**config.mk**
```make
export PLATFORM = sky130hd
export DESIGN_NAME = utf8_to_cp866_stream_recoder
export DESIGN_NICKNAME = d
export VERILOG_FILES = /design/src/rtl/u8cp_pkg.sv /design/src/rtl/utf8_to_cp866_stream_recoder.sv /design/src/rtl/u8cp_front.sv /design/src/rtl/u8cp_fifo.sv /design/src/rtl/u8cp_back.sv
export SDC_FILE = /design/constraint.sdc
export NUM_CORES = 1
export LEC_CHECK = 0
export BUFFER_PORTS_ARGS = -buffer_cell sky130_fd_sc_hd__buf_2
export CAP_MARGIN = 10
export CORE_MARGIN = 1
export CORE_UTILIZATION = 50
export DETAILED_ROUTE_END_ITERATION = 12
export PLACE_DENSITY_LB_ADDON = 0.2
export SLEW_MARGIN = 20
export SYNTH_ARGS = -nofsm -noshare
export SYNTH_HDL_FRONTEND = slang
export SYNTH_SLANG_ARGS = --single-unit
```
**constraint.sdc**
```tcl
create_clock -name aclk -period 7.35 [get_ports aclk]
set_input_delay 1.1025 -clock aclk [delete_from_list [all_inputs] [get_ports aclk]]
set_output_delay 1.1025 -clock aclk [all_outputs]
set_load 0.005 [all_outputs]
```
**src/rtl/u8cp_pkg.sv**
```systemverilog
// ----------------------------------------------------------------------------
// u8cp_pkg: shared types and functions for the utf-8 to cp866 recoder
// Holds the decoder state encoding, the queue entry layout and the
// code point mapping used by the front and back parts.
// ----------------------------------------------------------------------------
package u8cp_pkg;

    // queue between front and back
    localparam int FifoDepth = 4;
    localparam int FifoAw    = $clog2(FifoDepth);

    localparam logic [7:0] QMark = 8'h3F;

    // pending sequence kind, one-hot
    typedef enum logic [3:0] {
        KIND_NONE  = 4'b0001,
        KIND_TWO   = 4'b0010,
        KIND_THREE = 4'b0100,
        KIND_FOUR  = 4'b1000
    } seq_kind_t;

    // outcome of decoding a byte with nothing pending
    typedef struct packed {
        logic       emit;
        logic [7:0] data;
        seq_kind_t  kind;
        logic [1:0] rem;
        logic [15:0] code;
    } fresh_t;

    // one queue entry: one or two results caused by one input beat
    // a single result sits in second; last marks the final result
    typedef struct packed {
        logic       two;
        logic [7:0] first;
        logic [7:0] second;
        logic       last;
    } res_pair_t;

    // decode a nonzero byte with no sequence pending
    function automatic fresh_t decode_fresh(input logic [7:0] b);
        fresh_t f;
        f.emit = 1'b0;
        f.data = QMark;
        f.kind = KIND_NONE;
        f.rem  = 2'd0;
        f.code = 16'h0000;
        if (!b[7]) begin
            f.emit = 1'b1;
            f.data = b;
        end else if (b[7:5] == 3'b110) begin
            f.kind = KIND_TWO;
            f.rem  = 2'd1;
            f.code = {11'd0, b[4:0]};
        end else if (b[7:4] == 4'b1110) begin
            f.kind = KIND_THREE;
            f.rem  = 2'd2;
            f.code = {12'd0, b[3:0]};
        end else if (b[7:3] == 5'b11110) begin
            f.emit = 1'b1;
            f.kind = KIND_FOUR;
            f.rem  = 2'd3;
        end else begin
            f.emit = 1'b1;
        end
        return f;
    endfunction

    // map a 16-bit code point to cp866
    function automatic logic [7:0] map_code(input logic [15:0] cp);
        logic [7:0] r;
        r = QMark;
        if (cp[15:4] == 12'h041) begin
            r = {4'h8, cp[3:0]};
        end else if (cp[15:4] == 12'h042) begin
            r = {4'h9, cp[3:0]};
        end else if (cp[15:4] == 12'h043) begin
            r = {4'hA, cp[3:0]};
        end else if (cp[15:4] == 12'h044) begin
            r = {4'hE, cp[3:0]};
        end else if (cp == 16'h0401) begin
            r = 8'hF0;
        end else if (cp == 16'h0451) begin
            r = 8'hF1;
        end else if (cp == 16'h00A0) begin
            r = 8'h20;
        end else if (cp == 16'h2013 || cp == 16'h2014) begin
            r = 8'h2D;
        end else if (cp == 16'h2018 || cp == 16'h2019) begin
            r = 8'h27;
        end else if (cp == 16'h201C || cp == 16'h201D) begin
            r = 8'h22;
        end else if (cp == 16'h2026) begin
            r = 8'h2E;
        end else if (cp[15:7] == 9'd0) begin
            r = cp[7:0];
        end
        return r;
    endfunction

endpackage

```
**src/rtl/utf8_to_cp866_stream_recoder.sv**
```systemverilog
// ----------------------------------------------------------------------------
// utf8_to_cp866_stream_recoder: utf-8 byte stream to cp866 byte stream
// Each result is stored in a queue entry and then in the output register.
// Throughput: one input beat per cycle while the queue has room; one result
// beat per cycle while m_tready is high; a two-result beat gives two beats.
// Reset: synchronous aresetn clears the decoder state, queue and output.
// ----------------------------------------------------------------------------
module utf8_to_cp866_stream_recoder (
    input  logic       aclk,
    input  logic       aresetn,
    input  logic       s_tvalid,
    output logic       s_tready,
    input  logic [7:0] s_tdata,   // [7:0] in_byte
    output logic       m_tvalid,
    input  logic       m_tready,
    output logic [7:0] m_tdata,   // [7:0] out_byte
    output logic       m_tlast    // end_of_string
);

    logic                push;
    logic                pop;
    logic                full;
    logic                empty;
    u8cp_pkg::res_pair_t push_data;
    u8cp_pkg::res_pair_t pop_data;

    // decoder front
    u8cp_front u_front (
        .aclk      (aclk),
        .aresetn   (aresetn),
        .in_valid  (s_tvalid),
        .in_data   (s_tdata),
        .fifo_full (full),
        .in_ready  (s_tready),
        .push      (push),
        .push_data (push_data)
    );

    // result queue
    u8cp_fifo u_fifo (
        .aclk      (aclk),
        .aresetn   (aresetn),
        .push      (push),
        .push_data (push_data),
        .full      (full),
        .pop       (pop),
        .pop_data  (pop_data),
        .empty     (empty)
    );

    // output serializer
    u8cp_back u_back (
        .aclk       (aclk),
        .aresetn    (aresetn),
        .fifo_empty (empty),
        .fifo_data  (pop_data),
        .pop        (pop),
        .out_valid  (m_tvalid),
        .out_ready  (m_tready),
        .out_data   (m_tdata),
        .out_last   (m_tlast)
    );

endmodule

```
**src/rtl/u8cp_front.sv**
```systemverilog
// ----------------------------------------------------------------------------
// u8cp_front: utf-8 sequence decoder
// Takes one input beat per cycle while the queue is not full, tracks the
// pending sequence and pushes each beat's results into the queue as one entry.
// ----------------------------------------------------------------------------
module u8cp_front (
    input  logic                  aclk,
    input  logic                  aresetn,
    input  logic                  in_valid,
    input  logic [7:0]            in_data,
    input  logic                  fifo_full,
    output logic                  in_ready,
    output logic                  push,
    output u8cp_pkg::res_pair_t   push_data
);

    u8cp_pkg::seq_kind_t kind_reg, kind_next;
    logic [1:0]          rem_reg, rem_next;
    logic [15:0]         code_reg, code_next;

    logic                accept;
    logic                pending;
    logic                cont;
    logic                emit;
    logic [1:0]          rem_dec;
    logic [15:0]         code_shift;
    u8cp_pkg::fresh_t    fr;
    u8cp_pkg::res_pair_t ent;

    assign in_ready = !fifo_full;
    assign accept   = in_valid && in_ready;
    assign pending  = (kind_reg != u8cp_pkg::KIND_NONE) && (rem_reg != 2'd0);
    assign cont     = (in_data[7:6] == 2'b10);
    assign fr       = u8cp_pkg::decode_fresh(in_data);
    assign rem_dec  = rem_reg - 2'd1;
    assign code_shift = {code_reg[9:0], in_data[5:0]};

    // next state and emitted results for the current beat
    always_comb begin
        kind_next = kind_reg;
        rem_next  = rem_reg;
        code_next = code_reg;
        emit      = 1'b0;
        ent.two    = 1'b0;
        ent.first  = u8cp_pkg::QMark;
        ent.second = u8cp_pkg::QMark;
        ent.last   = 1'b0;
        if (in_data == 8'd0) begin
            // terminator closes the string
            emit       = 1'b1;
            ent.two    = pending && (kind_reg != u8cp_pkg::KIND_FOUR);
            ent.second = 8'd0;
            ent.last   = 1'b1;
            kind_next  = u8cp_pkg::KIND_NONE;
            rem_next   = 2'd0;
            code_next  = 16'h0000;
        end else if (!pending) begin
            emit       = fr.emit;
            ent.second = fr.data;
            kind_next  = fr.kind;
            rem_next   = fr.rem;
            code_next  = fr.code;
        end else if (cont) begin
            // continuation byte
            if (kind_reg == u8cp_pkg::KIND_FOUR) begin
                rem_next = rem_dec;
                if (rem_dec == 2'd0) begin
                    kind_next = u8cp_pkg::KIND_NONE;
                    code_next = 16'h0000;
                end
            end else if (rem_dec == 2'd0) begin
                emit       = 1'b1;
                ent.second = u8cp_pkg::map_code(code_shift);
                kind_next  = u8cp_pkg::KIND_NONE;
                rem_next   = 2'd0;
                code_next  = 16'h0000;
            end else begin
                rem_next  = rem_dec;
                code_next = code_shift;
            end
        end else begin
            // truncated sequence, then decode the byte afresh
            kind_next = fr.kind;
            rem_next  = fr.rem;
            code_next = fr.code;
            if (kind_reg != u8cp_pkg::KIND_FOUR) begin
                emit       = 1'b1;
                ent.two    = fr.emit;
                ent.second = fr.emit ? fr.data : u8cp_pkg::QMark;
            end else begin
                emit       = fr.emit;
                ent.second = fr.data;
            end
        end
    end

    assign push      = accept && emit;
    assign push_data = ent;

    // decoder state
    always_ff @(posedge aclk) begin
        if (!aresetn) begin
            kind_reg <= u8cp_pkg::KIND_NONE;
            rem_reg  <= 2'd0;
            code_reg <= 16'h0000;
        end else if (accept) begin
            kind_reg <= kind_next;
            rem_reg  <= rem_next;
            code_reg <= code_next;
        end
    end

    // a nonzero count always belongs to a sequence
    assert property (@(posedge aclk) disable iff (!aresetn)
        (rem_reg != 2'd0) |-> (kind_reg != u8cp_pkg::KIND_NONE))
        else $error("remaining count without a pending sequence");

endmodule

```
**src/rtl/u8cp_fifo.sv**
```systemverilog
// ----------------------------------------------------------------------------
// u8cp_fifo: short queue of result entries
// Decouples the decoder from the output side so each can stall alone.
// ----------------------------------------------------------------------------
module u8cp_fifo (
    input  logic                  aclk,
    input  logic                  aresetn,
    input  logic                  push,
    input  u8cp_pkg::res_pair_t   push_data,
    output logic                  full,
    input  logic                  pop,
    output u8cp_pkg::res_pair_t   pop_data,
    output logic                  empty
);

    u8cp_pkg::res_pair_t           mem_reg [u8cp_pkg::FifoDepth];
    logic [u8cp_pkg::FifoAw-1:0]   wr_ptr_reg;
    logic [u8cp_pkg::FifoAw-1:0]   rd_ptr_reg;
    logic [u8cp_pkg::FifoAw:0]     count_reg, count_next;

    assign full     = (count_reg == (u8cp_pkg::FifoAw+1)'(u8cp_pkg::FifoDepth));
    assign empty    = (count_reg == '0);
    assign pop_data = mem_reg[rd_ptr_reg];

    // entry storage
    always_ff @(posedge aclk) begin
        if (push) begin
            mem_reg[wr_ptr_reg] <= push_data;
        end
    end

    // fill level
    always_comb begin
        count_next = count_reg;
        if (push && !pop) begin
            count_next = count_reg + 1'b1;
        end else if (pop && !push) begin
            count_next = count_reg - 1'b1;
        end
    end

    // pointers
    always_ff @(posedge aclk) begin
        if (!aresetn) begin
            wr_ptr_reg <= '0;
            rd_ptr_reg <= '0;
            count_reg  <= '0;
        end else begin
            if (push) begin
                wr_ptr_reg <= wr_ptr_reg + 1'b1;
            end
            if (pop) begin
                rd_ptr_reg <= rd_ptr_reg + 1'b1;
            end
            count_reg <= count_next;
        end
    end

    assert property (@(posedge aclk) disable iff (!aresetn) full |-> !push)
        else $error("push into a full queue");

    assert property (@(posedge aclk) disable iff (!aresetn) empty |-> !pop)
        else $error("pop from an empty queue");

endmodule

```
**src/rtl/u8cp_back.sv**
```systemverilog
// ----------------------------------------------------------------------------
// u8cp_back: output serializer
// Pops queue entries and sends their one or two results one beat at a time
// from an output register.
// ----------------------------------------------------------------------------
module u8cp_back (
    input  logic                  aclk,
    input  logic                  aresetn,
    input  logic                  fifo_empty,
    input  u8cp_pkg::res_pair_t   fifo_data,
    output logic                  pop,
    output logic                  out_valid,
    input  logic                  out_ready,
    output logic [7:0]            out_data,
    output logic                  out_last
);

    logic       hv_reg;
    logic       two_reg;
    logic [7:0] cur_reg;
    logic [7:0] sec_reg;
    logic       last_reg;
    logic       taken;

    assign taken     = hv_reg && out_ready;
    assign pop       = !fifo_empty && (!hv_reg || (taken && !two_reg));
    assign out_valid = hv_reg;
    assign out_data  = cur_reg;
    assign out_last  = last_reg && !two_reg;

    // control flags
    always_ff @(posedge aclk) begin
        if (!aresetn) begin
            hv_reg  <= 1'b0;
            two_reg <= 1'b0;
        end else if (pop) begin
            hv_reg  <= 1'b1;
            two_reg <= fifo_data.two;
        end else if (taken) begin
            hv_reg  <= two_reg;
            two_reg <= 1'b0;
        end
    end

    // result bytes
    always_ff @(posedge aclk) begin
        if (pop) begin
            cur_reg  <= fifo_data.two ? fifo_data.first : fifo_data.second;
            sec_reg  <= fifo_data.second;
            last_reg <= fifo_data.last;
        end else if (taken && two_reg) begin
            cur_reg <= sec_reg;
        end
    end

    assert property (@(posedge aclk) disable iff (!aresetn) two_reg |-> hv_reg)
        else $error("second result pending with output register empty");

endmodule

```
==> run_results.csv, run 1 <==
group,metric,value,unit
critical_path,crit_buf_inv,2,
global_routing,grt_max_degree,27,
detailed_routing,drt_pre_antenna_iters,4,
synth,synth_compound_area_frac,0.138,
critical_path,critPathRequiredTime,7.63,ns
synth,postSynthAreaPerCell,11.4,um^2
critical_path,crit_fanout,21,
sta,fin_hold_ws,0.498,ns
sta,final-max-slew-violation-count,0,
clocking,numCtsBuffers,9,
final_layout,syn_to_final_growth,9.14,%
global_routing,grt_antenna_before_repair,0,
hold_path,hold_class,"reg -> reg",
power_and_ir_drop,irDropWorstVdd,131,uV
sta,fmax,327,MHz
synth,synthArstFlopShare,0,
detailed_routing,routed_wl,7570,um
clocking,ctsResizeCount,0,
placement,placed_area,4200,um^2
detailed_routing,post_drt_wl_per_cell,15.9,um
final_layout,largest_reg_flops,40,
clocking,cts_max_level,3,
power_and_ir_drop,p_leak,1.54,nW
global_routing,grt_pass1_vias,2646,
die,io-pin-count,23,
clocking,clockBufferDepth,2,
synth,synth-simple-area-share,0.175,
synth,synth_fp_nets,375,
detailed_routing,vias_per_cell,5.77,
global_routing,grt_pass1_wl,12700,um
synth,synth_cell_types,65,
die,fp.dieArea,8440,um^2
clocking,cts_tree,"done",
detailed_routing,ant_nets,0,
sta,max_slew_margin,0.495,
critical_path,slowest_stage,"fa_1",
critical_path,end_kind,"flop",
placement,routabilityCongestion,0.868,
synth,synthCells,355,
placement,port_buffers,22,
synth,ys.flop_type,"edfxtp_1",
synth,syn_area,4040,um^2
synth,yosysWarnings,0,
sta,finalCritPeriodShare,0.416,
clocking,postCtsHoldBufs,0,
placement,dp_hpwl,5370,um
final_layout,final_area,4410,um^2
critical_path,path_class,"in -> reg",
detailed_routing,drc,0,
die,row_count,32,
die,die_width,91.9,um
status,status,"finished clean",
die,initial_core_util,0.520,
detailed_routing,first_iter_violations,129,
sta,worst_pin_slew,0.757,ns
final_layout,num_antenna_cells,0,
synth,synthAdderAreaFrac,0.0266,
power_and_ir_drop,pwr_density_cell,303,nW/um^2
sta,tns,0,ns
clocking,post_cts_buffers,0,
synth,synthMuxAreaShare,0.0582,
synth,synth_edf_count,57,
critical_path,startpoint_type,"input pin",
synth,synth_top_family_by_area,"simple AND/OR/NAND/NOR gates",
detailed_routing,vias,2754,
clocking,numClockSinks,84,
sta,hold_violations,0,
sta,min_period,3.06,ns
synth,ys_ff_latch,84,
global_routing,grt_overflow,0,
sta,clock_skew,0.0154,ns
final_layout,layout_commonest_cell,"edfxtp_1",
final_layout,layout_common_cells,"57 x edfxtp_1, 41 x nor2_1, 27 x a21oi_1, 27 x dfxtp_1, 22 x buf_2",
sta,rsz0062_at_grt,"false",
die,core,7770,um^2
critical_path,max_stage_delay,0.43,ns
sta,setup_viol_count_final,0,
critical_path,worstPathArrival,3.34,ns
critical_path,crit_chain,"buf_2 > nand2_1 > nand3_1 > o21ai_1 > nor2_1 > ha_1 > inv_1 > fa_1 > xor2_1 > or3_1 > a21oi_1",
final_layout,fill_cells,665,
clocking,clock_latency,0.36,ns
global_routing,grt_usage,0.197,
clocking,cts_root_buf,"clkbuf_8",
final_layout,layout.nets,390,
synth,ys_seq_area_frac,0.557,
clocking,clk_pin_slew,0.09,ns
die,die_h,91.9,um
synth,synth-xor-area-share,0.0130,
final_layout,drive_gt1_frac,0.157,
run,maxCapViolations,0,
critical_path,critical_path.top_delay_family,"simple AND/OR/NAND/NOR gates",
[where the power goes]
| group | switching, mW | internal, mW |
|---|---|---|
| Clock | 0.170 | 0.158 |
| Combinational | 0.189 | 0.143 |
| Sequential | 0.0522 | 0.622 |
| Total | 0.411 | 0.923 |
[metrics by stage]
stage                      util  instances  total power, mW  setup WS [ns]
final                     0.568        477             1.33           4.29
after global routing      0.568        477             1.41           4.12
after CTS                 0.567        477             1.35           4.21
after detailed placement  0.541        461             1.02           3.83
after global placement    0.541        461             1.01           3.94
after floorplan               -        355            0.922           4.27
[layout make-up]
cell class | count | area (um^2) | share of cell area
flip-flops and latches | 84 | 2250 | 0.511
multi-input cells | 240 | 1670 | 0.379
well taps | 102 | 128 | 0.0289
clock buffers | 9 | 124 | 0.0281
repair buffers | 22 | 110 | 0.0250
clock inverters | 7 | 75.1 | 0.0170
inverters | 13 | 48.8 | 0.0111
[path summary, 6_finish.rpt]
| kind | start | endpoint | slack, ns | cells after the start |
|---|---|---|---|---|
| setup / recovery | s_tdata[4] | u_fifo.count_reg[2] | 4.29 | 11 |
| hold / removal | u_front.kind_reg[2] | u_front.kind_reg[2] | 0.50 | 2 |
| hold reg to reg | u_front.kind_reg[2] | u_front.kind_reg[2] | 0.50 | 2 |
| setup reg to reg | u_fifo.count_reg[0] | u_fifo.count_reg[2] | 4.51 | 10 |
[Yosys cell counts, types with 3 or more instances]
master,number,area (um^2)
a21oi_1,28,140
nand2_1,21,78.8
dfxtp_1,27,541
nand2b_1,7,43.8
a22o_1,4,35.0
xor2_1,4,35.0
mux4_2,10,225
or3_1,7,43.8
a22oi_1,3,22.5
nor2b_1,6,37.5
nor4_1,3,18.8
nand3_1,9,45.0
and3_1,5,31.3
o211ai_1,3,22.5
o21a_1,5,37.5
nor3_1,7,35.0
buf_2,3,15.0
o22ai_1,5,31.3
edfxtp_1,57,1710
inv_1,13,48.8
o21ai_1,6,30.0
ha_1,7,87.6
nor3b_1,3,22.5
nor2_1,41,154
o21ai_0,9,45.0
clkbuf_1,12,45.0
[cell families (layout without fill, tap and decap cells)]
group,after synthesis,in the layout
compound gates,85,85
mux,11,11
xor+xnor,6,6
buf+inv,31,51
fa+ha+maj,8,8
flops,84,84
simple gates,130,130
[per-layer routing]
layer	routed length, um	vias to the layer above	track usage
met2	3770	62	0.333
met1	3430	1319	0.249
met4	135	0	0.0859
met3	240	11	0.0323
met5	0	-	0
li1	-	1362	-
[tightest hold or removal path: cells and delay by family, from the launching register on]
family             cells  cell delay [ns]
AOI/OAI and AO/OA      1             0.05
DFF                    1             0.34
and+or+nand+nor        1             0.06
Note: power is estimated with default switching activity, not from simulation.
==> run 2, diff against run 1 <==
ABC_AREA = 1   (was default)
clock period = 2.6 ns   (was 7.35 ns; I/O delays follow)
==> run 2 against run 1 <==
  * Final cell count grew 23%
  * Die area grew 1.4%
  * Clock power grew to 2.6 times the previous value
  * Non-clock buffer count grew 6
  * Global-route usage grew 1.1 points
  * Power grew to 3.0 times the previous value
  * Sequential power grew to 2.8 times the previous value
  * First-iteration DRC count grew 3.9%
  * Largest cell class unchanged
==> run_results.csv, run 2 <==
group,metric,value,unit
global_routing,grt_pass1_wl,13600,um
die,row_count,32,
critical_path,path_class,"reg -> reg",
final_layout,fill_cells,717,
synth,synth_edf_count,57,
detailed_routing,ant_nets,0,
sta,finalCritPeriodShare,0.891,
clocking,postCtsHoldBufs,0,
synth,yosysWarnings,0,
sta,fin_ws,0.283,ns
synth,synth_fp_nets,474,
sta,final-max-slew-violation-count,0,
synth,ys_seq_area_frac,0.549,
sta,min_period,2.32,ns
final_layout,syn_to_final_growth,9.71,%
clocking,numCtsBuffers,9,
die,die_h,92.5,um
final_layout,largest_reg_flops,40,
final_layout,drive_gt1_frac,0.187,
critical_path,slowest_stage,"fa_1",
synth,synthCells,454,
critical_path,r2r_start,"u_front.rem_reg[0]",
final_layout,layout.nets,501,
power_and_ir_drop,pwr_density_cell,884,nW/um^2
clocking,clk_pin_slew,0.09,ns
clocking,clockBufferDepth,2,
die,fp.dieArea,8560,um^2
detailed_routing,first_iter_violations,134,
critical_path,critical_path.top_delay_family,"adder cells",
global_routing,grt_max_degree,21,
synth,synth.top_cell.area_share,0.418,
critical_path,r2r_end,"u_fifo.count_reg[2]",
synth,postSynthAreaPerCell,9.03,um^2
critical_path,critPathRequiredTime,2.88,ns
die,initial_core_util,0.522,
die,core,7850,um^2
detailed_routing,routed_wl,8010,um
sta,clock_skew,0.0134,ns
global_routing,grt_pass1_vias,2902,
critical_path,worstRegToRegCells,17,
critical_path,worstPathArrival,2.60,ns
power_and_ir_drop,irDropWorstVdd,344,uV
synth,synthTopCellsByCount,"84 x nand2_1, 60 x nor2_1, 57 x edfxtp_1",
placement,placed_area,4310,um^2
critical_path,cp-startpoint,"u_front.rem_reg[0]",
placement,pre_cts_ws,0.263,ns
sta,rsz0062_at_grt,"false",
placement,dp_hpwl,5760,um
clocking,numClockSinks,84,
final_layout,layout_common_cells,"84 x nand2_1, 60 x nor2_1, 57 x edfxtp_1",
synth,yosys.area.top_type,"edfxtp_1",
final_layout,layout_commonest_cell,"nand2_1",
detailed_routing,drc,0,
clocking,cts_tree,"done",
critical_path,r2r_slack,0.28,ns
placement,port_buffers,22,
final_layout,num_antenna_cells,0,
die,die_width,92.5,um
status,status,"finished clean",
synth,synthArstFlopShare,0,
global_routing,grt_overflow,0,
global_routing,grt_usage,0.207,
sta,hold_violations,0,
critical_path,max_stage_delay,0.44,ns
detailed_routing,vias,3015,
hold_path,hold_class,"in -> reg",
detailed_routing,vias_per_cell,5.13,
critical_path,cp.depth,17,
synth,ys_ff_latch,84,
synth,syn_area,4100,um^2
placement,routabilityCongestion,0.884,
critical_path,end_kind,"flop",
sta,fmax,432,MHz
power_and_ir_drop,p_total,3.97,mW
synth,ys.flop_type,"edfxtp_1",
critical_path,critPathMostFrequentCell,"inv_1",
detailed_routing,post_drt_wl_per_cell,13.6,um
run,maxCapViolations,0,
critical_path,crit_fanout,9,
sta,worst_pin_slew,0.490,ns
global_routing,grt_antenna_before_repair,0,
synth,yosysMostFrequentCell,"nand2_1",
die,io-pin-count,23,
clocking,cts_max_level,3,
clocking,cts_root_buf,"clkbuf_8",
critical_path,crit_buf_inv,5,
synth,synthTopCellsByArea,"edfxtp_1 42%, dfxtp_1 13%, nand2_1 7.7%",
critical_path,endpoint,"u_fifo.count_reg[2]",
final_layout,final_area,4500,um^2
sta,max_slew_margin,0.672,
clocking,clock_latency,0.35,ns
critical_path,startpoint_type,"flop",
detailed_routing,drt_pre_antenna_iters,4,
sta,tns,0,ns
critical_path,crit_chain,"inv_1 > ha_1 > inv_1 > nand2_1 > inv_1 > nand2_1 > nand2_1 > nand3_4 > inv_1 > ha_1 > inv_1 > fa_1 > nor2_1 > nor2_1 > nand2_1 > o21ai_0 > a21oi_1",
synth,synth_cell_types,36,
power_and_ir_drop,p_leak,1.84,nW
sta,setup_viol_count_final,0,
## run 2: worst min path at each step
stage | start | endpoint | depth (start not counted)
2_1_floorplan | u_fifo.rd_ptr_reg[1] | flop | 2
3_3_place_gp | u_fifo.rd_ptr_reg[1] | flop | 2
3_5_place_dp | u_front.rem_reg[1] | u_front.rem_reg[1] | 2
4_1_cts | s_tdata[2] | u_front.code_reg[2] | 3
5_1_grt | s_tdata[6] | u_front.kind_reg[2] | 3
6_report | s_tdata[2] | u_front.code_reg[2] | 3
## run 2: power by group
part           switching, mW  total (mW)  internal, mW
Sequential             0.120        1.92          1.80
Clock                  0.490       0.848         0.358
Combinational          0.800        1.20         0.401
## run 2: logic make-up (layout without fill, tap and decap cells)
family          after synthesis  in the layout  share of synthesized area
fa+ha+maj                     8              8                     0.0263
buf+inv                      71            103                     0.0723
flops                        84             84                      0.549
compound gates               87             87                      0.120
simple gates                204            204                      0.232
## run 2: stage by stage
stage,hold WS [ns],utilization,cells
after floorplan,0.436,-,454
after global placement,0.443,0.549,572
after detailed placement,0.457,0.549,572
after CTS,0.367,0.572,588
after global routing,0.394,0.573,588
final,0.372,0.573,588
## run 2: metal layers
layer / global-route usage / share of wire
met5: 0 / 0
met4: 0.0872 / 0.016
met3: 0.0337 / 0.037
met2: 0.352 / 0.49
met1: 0.262 / 0.46
## run 2: cell type report
cell class                 instances  area [um^2]  share of cell area
clock buffer                       9          124              0.0275
sequential                        84         2250               0.501
clock inverter                     7         58.8              0.0131
inverter                          59          221              0.0492
timing repair buffer              28          155              0.0345
multi-input combinational        299         1560               0.346
tap                              102          128              0.0284
## run 2: worst min-delay path: cells and delay by family
kind                   cells  cell delay (ns)
AOI/OAI and AO/OA          1             0.08
buffers and inverters      1             0.14
and+or+nand+nor            1             0.07
## run 2: what timing repair did
action                     4_1_cts  5_1_grt
setup buffers                    0        0
setup endpoints to repair        0        1
resized for setup                0        1
